`config.mk`:
```
export PLATFORM = sky130hd
export DESIGN_NAME = block_transfer_address_sequencer
export DESIGN_NICKNAME = d
export VERILOG_FILES = /design/src/design/btas_pkg.sv /design/src/design/block_transfer_address_sequencer.sv /design/src/design/btas_ctrl.sv /design/src/design/btas_dp.sv
export SDC_FILE = /design/constraint.sdc
export NUM_CORES = 1
export LEC_CHECK = 0
export ABC_AREA = 1
export ABC_CLOCK_PERIOD_IN_PS = 8500
export BUFFER_PORTS_ARGS = -buffer_cell sky130_fd_sc_hd__buf_2
export CORE_ASPECT_RATIO = 1.1
export CORE_UTILIZATION = 45
export DETAILED_ROUTE_END_ITERATION = 10
export PLACE_DENSITY_LB_ADDON = 0.12
export SLEW_MARGIN = 10
export SYNTH_ARGS = -nofsm -noshare
export SYNTH_HDL_FRONTEND = slang
export SYNTH_SLANG_ARGS = --single-unit
```
`constraint.sdc`:
```
create_clock -name clk -period 8.5 [get_ports clk]
set_input_delay 0 -clock clk [delete_from_list [all_inputs] [get_ports clk]]
set_output_delay 0 -clock clk [all_outputs]
set_load 0.01 [all_outputs]
```
`src/design/btas_pkg.sv`:
```
// Shared types and constants for the block transfer address sequencer.
// Used by the controller, the datapath, the top level and the checker.
package btas_pkg;

	// Register file size and the index of the program counter.
	localparam int NUM_REGS  = 16;
	localparam int PC_IDX    = NUM_REGS - 1;
	localparam int CNT_W     = $clog2(NUM_REGS + 1);
	localparam int BYTES_W   = CNT_W + 2;
	localparam int WORD_BYTES = 4;
	localparam int EMPTY_BYTES = NUM_REGS * WORD_BYTES;

	// Fixed field widths.
	localparam int IDX_W  = 4;
	localparam int LIST_W = 16;
	localparam int ADDR_W = 32;

	// Request payload layout, lowest bit first.
	localparam int IN_PRE    = 0;
	localparam int IN_INC    = 1;
	localparam int IN_SREQ   = 2;
	localparam int IN_WB     = 3;
	localparam int IN_LD     = 4;
	localparam int IN_BIDX   = 5;
	localparam int IN_LIST   = 9;
	localparam int IN_BASE   = 25;
	localparam int IN_SAVED  = 57;
	localparam int IN_DATA_W = 64;

	// Result payload layout, lowest bit first.
	localparam int OUT_REG     = 0;
	localparam int OUT_ADDR    = 4;
	localparam int OUT_LD      = 36;
	localparam int OUT_WB      = 37;
	localparam int OUT_BTGT    = 38;
	localparam int OUT_NBASE   = 42;
	localparam int OUT_UBANK   = 74;
	localparam int OUT_RESTORE = 75;
	localparam int OUT_FLUSH   = 76;
	localparam int OUT_DATA_W  = 80;

	// Controller commands to the datapath.
	typedef struct packed {
		logic load;
		logic setup;
		logic emit;
	} btas_cmd_t;

	// Datapath status back to the controller.
	typedef struct packed {
		logic last;
	} btas_status_t;

	// Number of set bits in a register list.
	function automatic logic [CNT_W-1:0] popcount(input logic [NUM_REGS-1:0] list);
		logic [CNT_W-1:0] cnt;
		cnt = '0;
		for (int i = 0; i < NUM_REGS; i++) begin
			cnt = cnt + CNT_W'(list[i]);
		end
		return cnt;
	endfunction

endpackage

```
`src/design/block_transfer_address_sequencer.sv`:
```
// Top level of the block transfer address sequencer (load/store multiple).
// Instantiates btas_ctrl and btas_dp; uses btas_pkg.
//
// Usage:
// The slave channel takes one decoded load/store-multiple request with the
// base register value. The master channel returns one request per listed
// register, lowest index first, with its word address, direction, base
// writeback on the first beat and status restore / flush on the last beat
// (m_tlast). An empty list transfers only the program counter and moves the
// base by 64 bytes.
// The request is captured on acceptance, addresses and the new base are set
// up in the next cycle, then the sequencer emits one transfer per cycle into
// the output register whenever that register is free, pausing while the
// receiver stalls.
// s_tready is high only while the sequencer is idle; it may take the next
// request while the final result still waits in the output register.
// When the receiver stalls, the output register holds its result and the
// emission loop waits. Reset returns the sequencer to idle with no result
// pending; nothing else needs to clear.
module block_transfer_address_sequencer import btas_pkg::*; (
	input  logic                  clk,
	input  logic                  arst_n,
	input  logic                  s_tvalid,
	output logic                  s_tready,
	// Fields from bit 0: pre_index, increment, user_bank_req, writeback,
	// is_load, base_index[3:0], register_list[15:0], base_value[31:0],
	// mode_has_saved_status, zero fill.
	input  logic [IN_DATA_W-1:0]  s_tdata,
	output logic                  m_tvalid,
	input  logic                  m_tready,
	// Fields from bit 0: reg_index[3:0], address[31:0], load_access,
	// write_base, base_target[3:0], new_base[31:0], user_bank,
	// restore_status, flush_pipeline, zero fill.
	output logic [OUT_DATA_W-1:0] m_tdata,
	output logic                  m_tlast
);

	btas_cmd_t    cmd;
	btas_status_t status;

	// Sequencing control.
	btas_ctrl u_ctrl (
		.clk      (clk),
		.arst_n   (arst_n),
		.s_tvalid (s_tvalid),
		.s_tready (s_tready),
		.m_tvalid (m_tvalid),
		.m_tready (m_tready),
		.status   (status),
		.cmd      (cmd)
	);

	// Address and register selection datapath.
	btas_dp u_dp (
		.clk     (clk),
		.s_tdata (s_tdata),
		.cmd     (cmd),
		.status  (status),
		.m_tdata (m_tdata),
		.m_tlast (m_tlast)
	);

endmodule

```
`src/design/btas_ctrl.sv`:
```
// Controller state machine of the block transfer address sequencer.
// Depends on btas_pkg for the command and status structs.
module btas_ctrl import btas_pkg::*; (
	input  logic         clk,
	input  logic         arst_n,
	input  logic         s_tvalid,
	output logic         s_tready,
	output logic         m_tvalid,
	input  logic         m_tready,
	input  btas_status_t status,
	output btas_cmd_t    cmd
);

	typedef enum logic [2:0] {
		ST_IDLE  = 3'b001,
		ST_SETUP = 3'b010,
		ST_EMIT  = 3'b100
	} state_t;

	state_t state_q, state_d;
	logic   out_valid_q;
	logic   out_free;

	// The output register can take a new result when empty or being drained.
	assign out_free = !out_valid_q || m_tready;
	assign s_tready = (state_q == ST_IDLE);
	assign m_tvalid = out_valid_q;

	// Command decode.
	always_comb begin
		cmd.load  = (state_q == ST_IDLE) && s_tvalid;
		cmd.setup = (state_q == ST_SETUP);
		cmd.emit  = (state_q == ST_EMIT) && out_free;
	end

	// Next state.
	always_comb begin
		state_d = state_q;
		unique case (state_q)
			ST_IDLE: begin
				if (s_tvalid) state_d = ST_SETUP;
			end
			ST_SETUP: begin
				state_d = ST_EMIT;
			end
			ST_EMIT: begin
				if (out_free && status.last) state_d = ST_IDLE;
			end
			default: begin
				state_d = ST_IDLE;
			end
		endcase
	end

	// State and output valid registers.
	always_ff @(posedge clk or negedge arst_n) begin
		if (!arst_n) begin
			state_q     <= ST_IDLE;
			out_valid_q <= 1'b0;
		end else begin
			state_q <= state_d;
			if (cmd.emit) begin
				out_valid_q <= 1'b1;
			end else if (m_tready) begin
				out_valid_q <= 1'b0;
			end
		end
	end

endmodule

```
`src/design/btas_dp.sv`:
```
// Datapath of the block transfer address sequencer: request registers,
// address stepping, register selection and the output register. Uses btas_pkg.
module btas_dp import btas_pkg::*; (
	input  logic                  clk,
	input  logic [IN_DATA_W-1:0]  s_tdata,
	input  btas_cmd_t             cmd,
	output btas_status_t          status,
	output logic [OUT_DATA_W-1:0] m_tdata,
	output logic                  m_tlast
);

	// Request fields, captured on acceptance.
	logic                pre_q, inc_q, sreq_q, wb_q, ld_q, saved_q;
	logic [IDX_W-1:0]    bidx_q;
	logic [NUM_REGS-1:0] list_q;
	logic [ADDR_W-1:0]   base_q;

	// Per-instruction working state.
	logic              ubank_q, restore_q, flush_q, first_q;
	logic [ADDR_W-1:0] addr_q, nbase_q;

	// Output register.
	logic [IDX_W-1:0]  o_reg_q, o_btgt_q;
	logic [ADDR_W-1:0] o_addr_q, o_nbase_q;
	logic              o_ld_q, o_wb_q, o_ubank_q, o_restore_q, o_flush_q, o_last_q;

	// Setup arithmetic.
	logic [NUM_REGS-1:0] list_eff;
	logic [BYTES_W-1:0]  bytes;
	logic [ADDR_W-1:0]   bytes_ext;
	logic                pc_in;

	always_comb begin
		if (list_q == '0) begin
			list_eff = NUM_REGS'(1) << PC_IDX;
			bytes    = BYTES_W'(EMPTY_BYTES);
		end else begin
			list_eff = list_q;
			bytes    = {popcount(list_q), 2'b00};
		end
		bytes_ext = ADDR_W'(bytes);
		pc_in     = list_eff[PC_IDX];
	end

	// Lowest listed register and what remains after it.
	logic [NUM_REGS-1:0] low_bit, rest;
	logic [IDX_W-1:0]    sel_idx;
	logic [ADDR_W-1:0]   addr_next, addr_out;

	always_comb begin
		low_bit = list_q & (~list_q + NUM_REGS'(1));
		rest    = list_q & ~low_bit;
		sel_idx = '0;
		for (int i = 0; i < NUM_REGS; i++) begin
			if (low_bit[i]) sel_idx = sel_idx | IDX_W'(i);
		end
		addr_next = addr_q + ADDR_W'(WORD_BYTES);
		addr_out  = pre_q ? addr_next : addr_q;
	end

	assign status.last = (rest == '0);

	// Request capture, setup and stepping.
	always_ff @(posedge clk) begin
		if (cmd.load) begin
			pre_q   <= s_tdata[IN_PRE];
			inc_q   <= s_tdata[IN_INC];
			sreq_q  <= s_tdata[IN_SREQ];
			wb_q    <= s_tdata[IN_WB];
			ld_q    <= s_tdata[IN_LD];
			bidx_q  <= s_tdata[IN_BIDX +: IDX_W];
			list_q  <= s_tdata[IN_LIST +: NUM_REGS];
			base_q  <= s_tdata[IN_BASE +: ADDR_W];
			saved_q <= s_tdata[IN_SAVED];
		end else if (cmd.setup) begin
			// Descending modes start at the lowest address and swap before/after.
			list_q    <= list_eff;
			pre_q     <= inc_q ? pre_q : !pre_q;
			addr_q    <= inc_q ? base_q : base_q - bytes_ext;
			nbase_q   <= inc_q ? base_q + bytes_ext : base_q - bytes_ext;
			ubank_q   <= sreq_q && (!ld_q || !pc_in) && saved_q;
			restore_q <= ld_q && pc_in && sreq_q && saved_q;
			flush_q   <= ld_q && pc_in;
			first_q   <= 1'b1;
		end else if (cmd.emit) begin
			list_q  <= rest;
			addr_q  <= addr_next;
			first_q <= 1'b0;
		end
	end

	// Output register, loaded with one transfer per emit.
	always_ff @(posedge clk) begin
		if (cmd.emit) begin
			o_reg_q     <= sel_idx;
			o_addr_q    <= addr_out;
			o_ld_q      <= ld_q;
			o_wb_q      <= first_q && wb_q;
			o_btgt_q    <= (first_q && wb_q) ? bidx_q : '0;
			o_nbase_q   <= (first_q && wb_q) ? nbase_q : '0;
			o_ubank_q   <= ubank_q;
			o_restore_q <= status.last && restore_q;
			o_flush_q   <= status.last && flush_q;
			o_last_q    <= status.last;
		end
	end

	always_comb begin
		m_tdata                        = '0;
		m_tdata[OUT_REG +: IDX_W]      = o_reg_q;
		m_tdata[OUT_ADDR +: ADDR_W]    = o_addr_q;
		m_tdata[OUT_LD]                = o_ld_q;
		m_tdata[OUT_WB]                = o_wb_q;
		m_tdata[OUT_BTGT +: IDX_W]     = o_btgt_q;
		m_tdata[OUT_NBASE +: ADDR_W]   = o_nbase_q;
		m_tdata[OUT_UBANK]             = o_ubank_q;
		m_tdata[OUT_RESTORE]           = o_restore_q;
		m_tdata[OUT_FLUSH]             = o_flush_q;
	end

	assign m_tlast = o_last_q;

endmodule

```
==> summary.md, run 1 <==
| Metric | Value |
|---|---|
| Outcome | `finished clean` |
| Area growth, synth to finish | `20.6%` |
| First-pass iteration count of the detailed router | `5` |
| Num ports | `151` |
| CP Data Required Time | `8.76 ns` |
| Clock skew | `0.0127 ns` |
| H-tree depth | `1` |
| TNS Setup | `0 ns` |
| Clk buf depth | `3` |
| Max Cap Viol | `0` |
| Clk slew on worst S/H paths | `0.06 ns` |
| Fillers | `2354` |
| First DRT Iteration DRCs | `559` |
| Crit path DAT | `6.20 ns` |
| Root Buffer | `clkbuf_16` |
| Via Count | `9244` |
| Die X | `156 µm` |
| RSZ-0062 raised after global routing | `false` |
| Initial antenna violation count | `0` |
| TritonCTS clock tree | `done` |
| Buffers on Ports | `141` |
| Pin count of the biggest net entering global routing | `72` |
| Startpoint type of the worst setup path | `register` |
| Tot GR Track Use | `22.5%` |
| Synth cell types | `52` |
| CTS sink cnt | `208` |
| Multi-input logic area | `4620 µm²` |
| Final GP Congestion | `0.937` |
| Syn. warnings | `0` |
| Period utilization | `69.9%` |
| Crit Path Class | `reg2reg` |
| Gr ovfl total | `0` |
| Post-CTS sizing | `0` |
| Die height | `172 µm` |
| Detail-routed via count per cell | `4.93` |
| Slew HR | `40.0%` |
| # nets final | `1613` |
| Drt wl/cell | `15.8 µm` |
| Diode count | `0` |
| Minimum clock period | `5.94 ns` |
| Row count | `61` |
| Synthesized instance count | `1313` |
| Core area | `25500 µm²` |
| Initial core utilization | `46.2%` |
| Post-Syn Area | `11800 µm²` |
| DRC | `0` |
| Register area | `6230 µm²` |
| Post-Route WL | `29600 µm` |
| Syn avg cell area | `8.96 µm²` |
| Die Area | `26800 µm²` |
| First-pass GRT wire length | `46200 µm` |
| Layout cells sized above 1 | `17.3%` |
| Worst-margin pin slew | `0.900 ns` |
| Fmax | `168 MHz` |
| #FFs+latches synth | `208` |
| Post-CTS Setup Bufs | `0` |
| DP HPWL | `21900 µm` |
| Cts bufs inserted | `23` |
| Register area share after synthesis | `52.9%` |
| Worst hold path type | `in2reg` |
| Worst-Skew Late Latency | `0.51 ns` |
| Max FO, Critical Path | `9` |
| Final setup viols | `0` |
| Post-route ant nets | `0` |
| Endpoint class of the critical path | `register` |
| Vias in the first global route | `8676` |
| Max-slew violations | `0` |
| Hold Fails Final Rpt | `0` |
## final timing paths
kind / slack (ns) / endpoint / from / depth (start not counted)
setup / recovery: 2.56 / u_dp.addr_q[25] / u_dp.list_q[0] / 24
hold / removal: 0.20 / u_dp.inc_q / s_tdata[1] / 2
setup reg to reg: 2.56 / u_dp.addr_q[25] / u_dp.list_q[0] / 24
hold reg to reg: 0.42 / u_dp.o_addr_q[1] / u_dp.addr_q[1] / 0
max in group asynchronous: 7.87 / u_ctrl.state_q[0] / arst_n / 3
min in group asynchronous: 0.39 / u_ctrl.state_q[2] / arst_n / 3
## Yosys cell counts, drive strengths merged
master,count,area (µm²)
a22oi,2,15.0
nor4,8,56.3
nor3,38,246
a22o,4,35.0
buf,28,193
xor2,40,350
nor3b,3,33.8
nand2,350,1360
and3,3,18.8
clkbuf,11,41.3
a211oi,1,7.51
nand3,57,300
clkinv,2,8.75
dfrtp,3,75.1
edfxtp,204,6130
ha,20,250
a31oi,2,12.5
o21ai,77,397
nand4,26,169
or2,2,12.5
dfstp,1,26.3
a21oi,33,203
o31ai,1,7.51
o21a,2,15.0
inv,187,702
o21bai,1,11.3
conb,1,3.75
fa,12,240
xnor2,6,60.1
and2,2,12.5
o211ai,1,7.51
nor2,185,774
## cells in the final DEF (no fill, tap or decap), types with 6 or more instances in the layout
cell           netlist  routed
buf_4               10       9
o21ai_0             54      54
nor4_1               7       7
buf_2               10     141
nand3_1             54      54
nand2_1            337     337
edfxtp_1           204     204
ha_1                20      20
o21ai_1             20      20
inv_1              178     178
nor2_1             163     162
inv_2                9       9
nand4_1             25      25
xor2_1              40      40
a21oi_1             27      27
fa_1                12      12
clkbuf_16            0      23
nor2_2              17      17
nand2_2             11      11
nor3_2               9       9
nor2_4               5       6
nor3_1              28      27
dlygate4sd3_1        0      62
## layout make-up
| cell class | count | share of cell area [%] |
|---|---|---|
| multi-input cells | 879 | 32.6 |
| inverters | 189 | 5.01 |
| flip-flops and latches | 208 | 43.9 |
| well taps | 346 | 3.05 |
| clock inverters | 18 | 1.63 |
| clock buffers | 23 | 4.06 |
| repair buffers | 212 | 9.82 |
## critical path, cell delays in order, from the launching register on
cell and delay (ns):
edfxtp_1 0.41, inv_1 0.16, ha_1 0.25, inv_1 0.06, fa_1 0.44, fa_1 0.50, fa_1 0.55, fa_1 0.43
fa_1 0.42, fa_1 0.41, nor2_1 0.15, inv_1 0.05, and3_1 0.17, inv_1 0.05, ha_1 0.34, a21oi_4 0.21
o21ai_2 0.09, nand2_1 0.07, nand2_1 0.14, nor3_2 0.31, nand2_1 0.09, nand2_1 0.07, nand2_1 0.12, nand2_1 0.13
nand2_1 0.06
## state kept, by name (all words and copies together), names as in the netlist, 3 cells and up
name / cells
u_dp.list_q: 16
u_dp.o_nbase_q: 32
u_dp.o_reg_q: 4
u_dp.o_addr_q: 32
u_dp.addr_q: 32
u_dp.bidx_q: 4
u_ctrl.state_q: 3
u_dp.nbase_q: 32
u_dp.base_q: 32
u_dp.o_btgt_q: 4
## per-layer routing
metal | GRT usage (%) | vias to the layer above | wire length, µm
met2 | 35.8 | 258 | 13400
met3 | 2.87 | 42 | 1790
li1 | - | 4683 | -
met1 | 32.3 | 4261 | 13800
met5 | 0 | - | 0
met4 | 6.01 | 0 | 575
## through the flow
step                instance area (µm²)  cells  util [%]  worst slack, ns  hold WS, ns
floorplan                         11800   1315         -             3.12       -0.296
global placement                  12800   1772      50.1             2.67       -0.191
detailed placement                12800   1772      50.1             2.61       -0.190
CTS                               14200   1875      55.7             2.59        0.171
global route                      14200   1875      55.7             2.20        0.190
finish                            14200   1875      55.7             2.56        0.199
## kinds of logic (layout without fill, tap and decap cells)
group,after synthesis,count (layout),share of synthesized area [%]
buffers and inverters,228,442,8.03
XOR/XNOR,46,46,3.49
adder cells (fa/ha/maj),32,32,4.17
other,1,3,0.0319
AO/OA/AOI/OAI,124,124,6.04
flip-flops,208,208,52.9
AND/OR/NAND/NOR,674,674,25.3
## timing repair
item / 4_1_cts / 5_1_grt
hold buffers: 62 / 0
endpoints found under the hold margin: 66 / 0
setup endpoints to repair: 0 / 0
Power of run 1 is not shown: default switching activity piles up to over one toggle a cycle in this logic, so the estimate is an artifact.
==> run 2, diff against run 1 <==
ABC_CLOCK_PERIOD_IN_PS = 4920   (was 8500)
clock period = 4.92 ns   (was 8.5 ns; I/O delays follow)
==> summary.md, run 2 (same netlist as run 1, synthesis figures left out) <==
| Metric | Value |
|---|---|
| Outcome | `finished, violations left (was finished clean)` |
| Violated checks | `setup timing` |
| Drt wl/cell | `16.9 µm (was 15.8 µm)` |
| Die X | `156 µm (unchanged)` |
| Final GP Congestion | `0.950 (was 0.937)` |
| Initial antenna violation count | `0 (unchanged)` |
| CTS sink cnt | `208 (unchanged)` |
| Leading cell type in the layout, fill and taps excluded | `nand2_1 (unchanged)` |
| Fillers | `2285 (was 2354)` |
| Min-delay src | `s_tdata[36] (was s_tdata[1])` |
| Worst R2R End | `u_dp.nbase_q[8] (was u_dp.addr_q[25])` |
| First DRT Iteration DRCs | `679 (was 559)` |
| Worst Hold Depth | `2 (unchanged)` |
| # nets final | `1693 (was 1613)` |
| Initial core utilization | `46.2% (unchanged)` |
| Clk slew on worst S/H paths | `0.07 ns (was 0.06 ns)` |
| Core area | `25500 µm² (unchanged)` |
| Slew HR | `16.7% (was 40.0%)` |
| First-pass iteration count of the detailed router | `5 (unchanged)` |
| RSZ-0062 raised after global routing | `true (was false)` |
| Slowest CP cell | `fa_1 (unchanged)` |
| H-tree depth | `1 (unchanged)` |
| Dpl ws | `-0.605 ns (was 2.61 ns)` |
| Vias in the first global route | `9277 (was 8676)` |
| Max-slew violations | `0 (unchanged)` |
| Die Area | `26800 µm² (unchanged)` |
| Endpoint class of the critical path | `register (unchanged)` |
| Hold Fails Final Rpt | `0 (unchanged)` |
| CP Data Required Time | `5.17 ns (was 8.76 ns)` |
| Worst-Skew Late Latency | `0.52 ns (was 0.51 ns)` |
| Max Cap Viol | `0 (unchanged)` |
| Area growth, synth to finish | `30.9% (was 20.6%)` |
| Register-to-register setup slack | `-0.51 ns (was 2.56 ns)` |
| Hold worst-path end | `u_dp.base_q[11] (was u_dp.inc_q)` |
| Layout cells sized above 1 | `28.0% (was 17.3%)` |
| Fmax | `184 MHz (was 168 MHz)` |
| Crit path DAT | `5.69 ns (was 6.20 ns)` |
| Tot GR Track Use | `24.9% (was 22.5%)` |
| Reg-to-reg startpoint | `u_dp.list_q[0] (unchanged)` |
| Cell Area, Placed | `13200 µm² (was 12800 µm²)` |
| Gr ovfl total | `0 (unchanged)` |
| Via Count | `9760 (was 9244)` |
| Period utilization | `110% (was 69.9%)` |
| Minimum clock period | `5.43 ns (was 5.94 ns)` |
| Slowest stage delay, CP | `0.51 ns (was 0.55 ns)` |
| Worst-margin pin slew | `1.24 ns (was 0.900 ns)` |
| DP HPWL | `24000 µm (was 21900 µm)` |
| Num ports | `151 (unchanged)` |
| FF-to-FF path depth | `22 (was 24)` |
| Clk buf depth | `3 (unchanged)` |
| Row count | `61 (unchanged)` |
| DRC | `0 (unchanged)` |
| Buffers on Ports | `141 (unchanged)` |
| Detail-routed via count per cell | `5.00 (was 4.93)` |
| Post-route ant nets | `0 (unchanged)` |
| Worst hold path type | `in2reg (unchanged)` |
| Final setup viols | `56 (was 0)` |
| Startpoint type of the worst setup path | `register (unchanged)` |
| Post-route design area | `15400 µm² (was 14200 µm²)` |
| Post-Route WL | `33000 µm (was 29600 µm)` |
| TNS Setup | `-18.81 ns (was 0 ns)` |
| Crit path cell chain | `inv_2 -> ha_4 -> inv_2 -> fa_1 -> fa_1 -> fa_1 -> fa_1 -> fa_2 -> fa_2 -> nor2_4 -> inv_2 -> fa_2 -> inv_2 -> nand2_4 -> o21ai_4 -> nand2_4 -> a21oi_4 -> buf_4 -> buf_6 -> nand2_1 -> nand2_1 -> o21ai_0 (was inv_1 -> ha_1 -> inv_1 -> fa_1 -> fa_1 -> fa_1 -> fa_1 -> fa_1 -> fa_1 -> nor2_1 -> inv_1 -> and3_1 -> inv_1 -> ha_1 -> a21oi_4 -> o21ai_2 -> nand2_1 -> nand2_1 -> nor3_2 -> nand2_1 -> nand2_1 -> nand2_1 -> nand2_1 -> nand2_1)` |
| Die height | `172 µm (unchanged)` |
| Cts bufs inserted | `23 (unchanged)` |
| Clock skew | `0.0169 ns (was 0.0127 ns)` |
| Root Buffer | `clkbuf_16 (unchanged)` |
| First-pass GRT wire length | `50600 µm (was 46200 µm)` |
| Pin count of the biggest net entering global routing | `59 (was 72)` |
| Final WS setup | `-0.511 ns (was 2.56 ns)` |
| Commonest cells after routing, fill and taps aside | `nand2_1, edfxtp_1, inv_1 (unchanged)` |
| Diode count | `0 (unchanged)` |
| Crit Path Class | `reg2reg (unchanged)` |
| TritonCTS clock tree | `done (unchanged)` |
| Max FO, Critical Path | `6 (was 9)` |
## run 2: cell count changes in the layout (fill, tap and decap cells not counted), sizes merged
| cell | delta |
|---|---|
| bufinv | -2 |
| clkinv | -4 |
| buf | +79 |
| dlygate4sd3 | +1 |
| clkbuf | +6 |
| clkinvlp | -2 |
## run 2: worst max path at each step
stage          slack [ns]      startpoint          endpoint  depth (start not counted)
5_1_grt             -0.69  u_dp.list_q[1]   u_dp.nbase_q[8]                         22
3_5_place_dp        -0.61  u_dp.list_q[0]  u_dp.nbase_q[25]                         23
2_1_floorplan       -0.24  u_dp.list_q[0]  u_dp.nbase_q[22]                         25
6_report            -0.51  u_dp.list_q[0]   u_dp.nbase_q[8]                         22
4_1_cts             -0.46  u_dp.list_q[0]  u_dp.nbase_q[22]                         22
3_3_place_gp        -0.54  u_dp.list_q[0]  u_dp.nbase_q[27]                         25
## run 2: per-layer routing
layer / part of all wire (%) / vias to the layer above / global-route usage, %
li1: - / 4839 / -
met2: 46 / 277 / 39.8
met1: 46 / 4598 / 35.9
met3: 5.3 / 46 / 2.87
met5: 0 / - / 0
met4: 2.0 / 0 / 6.10
## run 2: final cells by class
cell class | instances | area, µm² | share of cell area (%)
multi-input combinational | 879 | 5210 | 33.8
sequential | 208 | 6230 | 40.4
tap | 346 | 433 | 2.81
timing repair buffer | 292 | 2060 | 13.4
inverter | 189 | 724 | 4.70
clock inverter | 10 | 128 | 0.828
clock buffer | 29 | 618 | 4.01
## run 2: worst max-delay path, delay by kind of cell, from the launching register on
family,cells,cell delay [ns]
compound gates,3,0.51
fa+ha+maj,8,3.25
buf+inv,6,0.56
flops,1,0.40
simple gates,5,0.45
## run 2: repair_timing
| item | CTS | global route |
|---|---|---|
| setup buffers | 17 | 17 |
| hold buffers | 63 | 0 |
| endpoints found under the hold margin | 66 | 0 |
| pin swaps | 55 | 51 |
| setup endpoints to repair | 56 | 57 |
| gates resized for setup | 89 | 66 |
## run 2: metrics by stage
stage | util, % | cells | hold slack, ns
finish | 60.4 | 1953 | 0.183
global route | 60.4 | 1953 | 0.184
CTS | 59.0 | 1939 | 0.168
detailed placement | 51.8 | 1822 | -0.191
global placement | 51.8 | 1822 | -0.193
floorplan | - | 1315 | -0.296
Power of run 2 is left out for the same reason.
==> run 3, diff against run 2 <==
SETUP_SLACK_MARGIN = 0.3   (was default)
==> summary.md, run 3 (same netlist as run 1, synthesis figures left out) <==
| Metric | Value |
|---|---|
| Minimum clock period | `5.41 ns (was 5.43 ns)` |
| First-pass iteration count of the detailed router | `5 (unchanged)` |
| Outcome | `finished, violations left (unchanged)` |
| Post-Route WL | `32300 µm (was 33000 µm)` |
| Initial core utilization | `46.2% (unchanged)` |
| Max FO, Critical Path | `4 (was 6)` |
| Crit path DAT | `5.67 ns (was 5.69 ns)` |
| Detail-routed via count per cell | `5.01 (was 5.00)` |
| Violated checks | `setup timing (unchanged)` |
| # nets final | `1704 (was 1693)` |
| Hold Fails Final Rpt | `0 (unchanged)` |
| Clk buf depth | `3 (unchanged)` |
| H-tree depth | `1 (unchanged)` |
| Die X | `156 µm (unchanged)` |
| Commonest cells after routing, fill and taps aside | `nand2_1, edfxtp_1, inv_1 (unchanged)` |
| Period utilization | `110% (about the same)` |
| First-pass GRT wire length | `49800 µm (was 50600 µm)` |
| Worst Hold Depth | `2 (unchanged)` |
| TritonCTS clock tree | `done (unchanged)` |
| Final WS setup | `-0.487 ns (was -0.511 ns)` |
| Diode count | `0 (unchanged)` |
| Vias in the first global route | `9357 (was 9277)` |
| Initial antenna violation count | `0 (unchanged)` |
| RSZ-0062 raised after global routing | `true (unchanged)` |
| Max Cap Viol | `0 (unchanged)` |
| Area growth, synth to finish | `33.4% (was 30.9%)` |
| Die height | `172 µm (unchanged)` |
| Root Buffer | `clkbuf_16 (unchanged)` |
| Max-slew violations | `0 (unchanged)` |
| Buffers on Ports | `141 (unchanged)` |
| DRC | `0 (unchanged)` |
| Clock skew | `0.0191 ns (was 0.0169 ns)` |
| Crit Path Class | `reg2reg (unchanged)` |
| Worst-Skew Late Latency | `0.52 ns (about the same)` |
| Num ports | `151 (unchanged)` |
| CP Data Required Time | `5.18 ns (was 5.17 ns)` |
| Worst hold path type | `in2reg (unchanged)` |
| Worst-margin pin slew | `0.783 ns (was 1.24 ns)` |
| Cts bufs inserted | `24 (was 23)` |
| Row count | `61 (unchanged)` |
| Clk slew on worst S/H paths | `0.06 ns (was 0.07 ns)` |
| Final Core Density | `61.6% (was 60.4%)` |
| Post-route ant nets | `0 (unchanged)` |
| FF-to-FF path depth | `22 (unchanged)` |
| CTS sink cnt | `208 (unchanged)` |
| DP HPWL | `23400 µm (was 24000 µm)` |
| Slew HR | `47.8% (was 16.7%)` |
| Via Count | `9855 (was 9760)` |
| Pin count of the biggest net entering global routing | `65 (was 59)` |
| First DRT Iteration DRCs | `709 (was 679)` |
| Fmax | `185 MHz (was 184 MHz)` |
| Startpoint type of the worst setup path | `register (unchanged)` |
| Endpoint class of the critical path | `register (unchanged)` |
| Gr ovfl total | `0 (unchanged)` |
| Final GP Congestion | `0.955 (was 0.950)` |
| Die Area | `26800 µm² (unchanged)` |
| Tot GR Track Use | `24.3% (was 24.9%)` |
| Core area | `25500 µm² (unchanged)` |
| Drt wl/cell | `16.4 µm (was 16.9 µm)` |
| Layout cells sized above 1 | `30.1% (was 28.0%)` |
| Leading cell type in the layout, fill and taps excluded | `nand2_1 (unchanged)` |
| Final setup viols | `56 (unchanged)` |
-- run 3: changes by cell type in the layout (fill, tap and decap cells not counted), moves of 3 or more --
cell,delta
nand2_1,-13
nand2_2,+13
buf_6,+9
nand3_1,-7
nand3_2,+7
nor2_1,-5
nor2_4,+5
buf_4,+3
-- run 3: worst max-delay path: stages (launching register included) --
cell and delay [ns]:
edfxtp_1 0.37, inv_2 0.06, ha_4 0.26, inv_2 0.03
fa_1 0.50, fa_1 0.44, fa_1 0.50, fa_1 0.50
fa_2 0.36, fa_2 0.45, nor2_4 0.18, inv_2 0.07
fa_2 0.37, inv_2 0.08, nand2_4 0.06, o21ai_4 0.17
nand2_2 0.11, a21oi_4 0.21, buf_4 0.15, buf_6 0.08
nand2_2 0.05, nand2_2 0.09, o21ai_2 0.06
-- run 3: final timing paths --
| kind | endpoint | startpoint | slack, ns |
|---|---|---|---|
| worst max-delay path | u_dp.nbase_q[8] | u_dp.list_q[1] | -0.49 |
| worst min-delay path | u_dp.base_q[28] | s_tdata[53] | 0.19 |
| worst max register to register | u_dp.nbase_q[8] | u_dp.list_q[1] | -0.49 |
| worst min register to register | u_dp.o_addr_q[1] | u_dp.addr_q[1] | 0.42 |
| max in group asynchronous | u_ctrl.state_q[0] | arst_n | 4.27 |
| min in group asynchronous | u_ctrl.state_q[1] | arst_n | 0.40 |
-- run 3: metal layers --
| metal | part of all wire (%) | GRT usage, % |
|---|---|---|
| met1 | 45 | 34.6 |
| met3 | 5.8 | 3.63 |
| met2 | 46 | 38.8 |
| met4 | 2.3 | 6.48 |
| met5 | 0 | 0 |
-- run 3: cell type report --
cell class / count / area (µm²)
clock buffers: 31 / 668
clock inverters: 13 / 169
fillers: 2230 / 9790
inverters: 189 / 727
multi-input cells: 879 / 5320
flip-flops and latches: 208 / 6230
well taps: 346 / 433
repair buffers: 302 / 2160
-- run 3: metrics by stage --
step,hold slack [ns],std cells,TNS [ns],instance area [µm²],setup WS [ns]
detailed placement,-0.190,1826,-21.70,13200,-0.539
floorplan,-0.296,1315,-4.64,11800,-0.241
CTS,0.158,1952,-14.89,15300,-0.407
finish,0.185,1968,-18.98,15700,-0.487
global route,0.165,1968,-29.61,15700,-0.667
global placement,-0.193,1826,-19.71,13200,-0.512
-- run 3: repair_timing --
action | CTS | global route
endpoints found under the setup margin | 58 | 58
gates resized for setup | 112 | 81
endpoints found under the hold margin | 66 | 0
hold buffers | 62 | 0
buffers inserted | 20 | 16
pin swaps | 49 | 57
Power of run 3 is left out for the same reason.
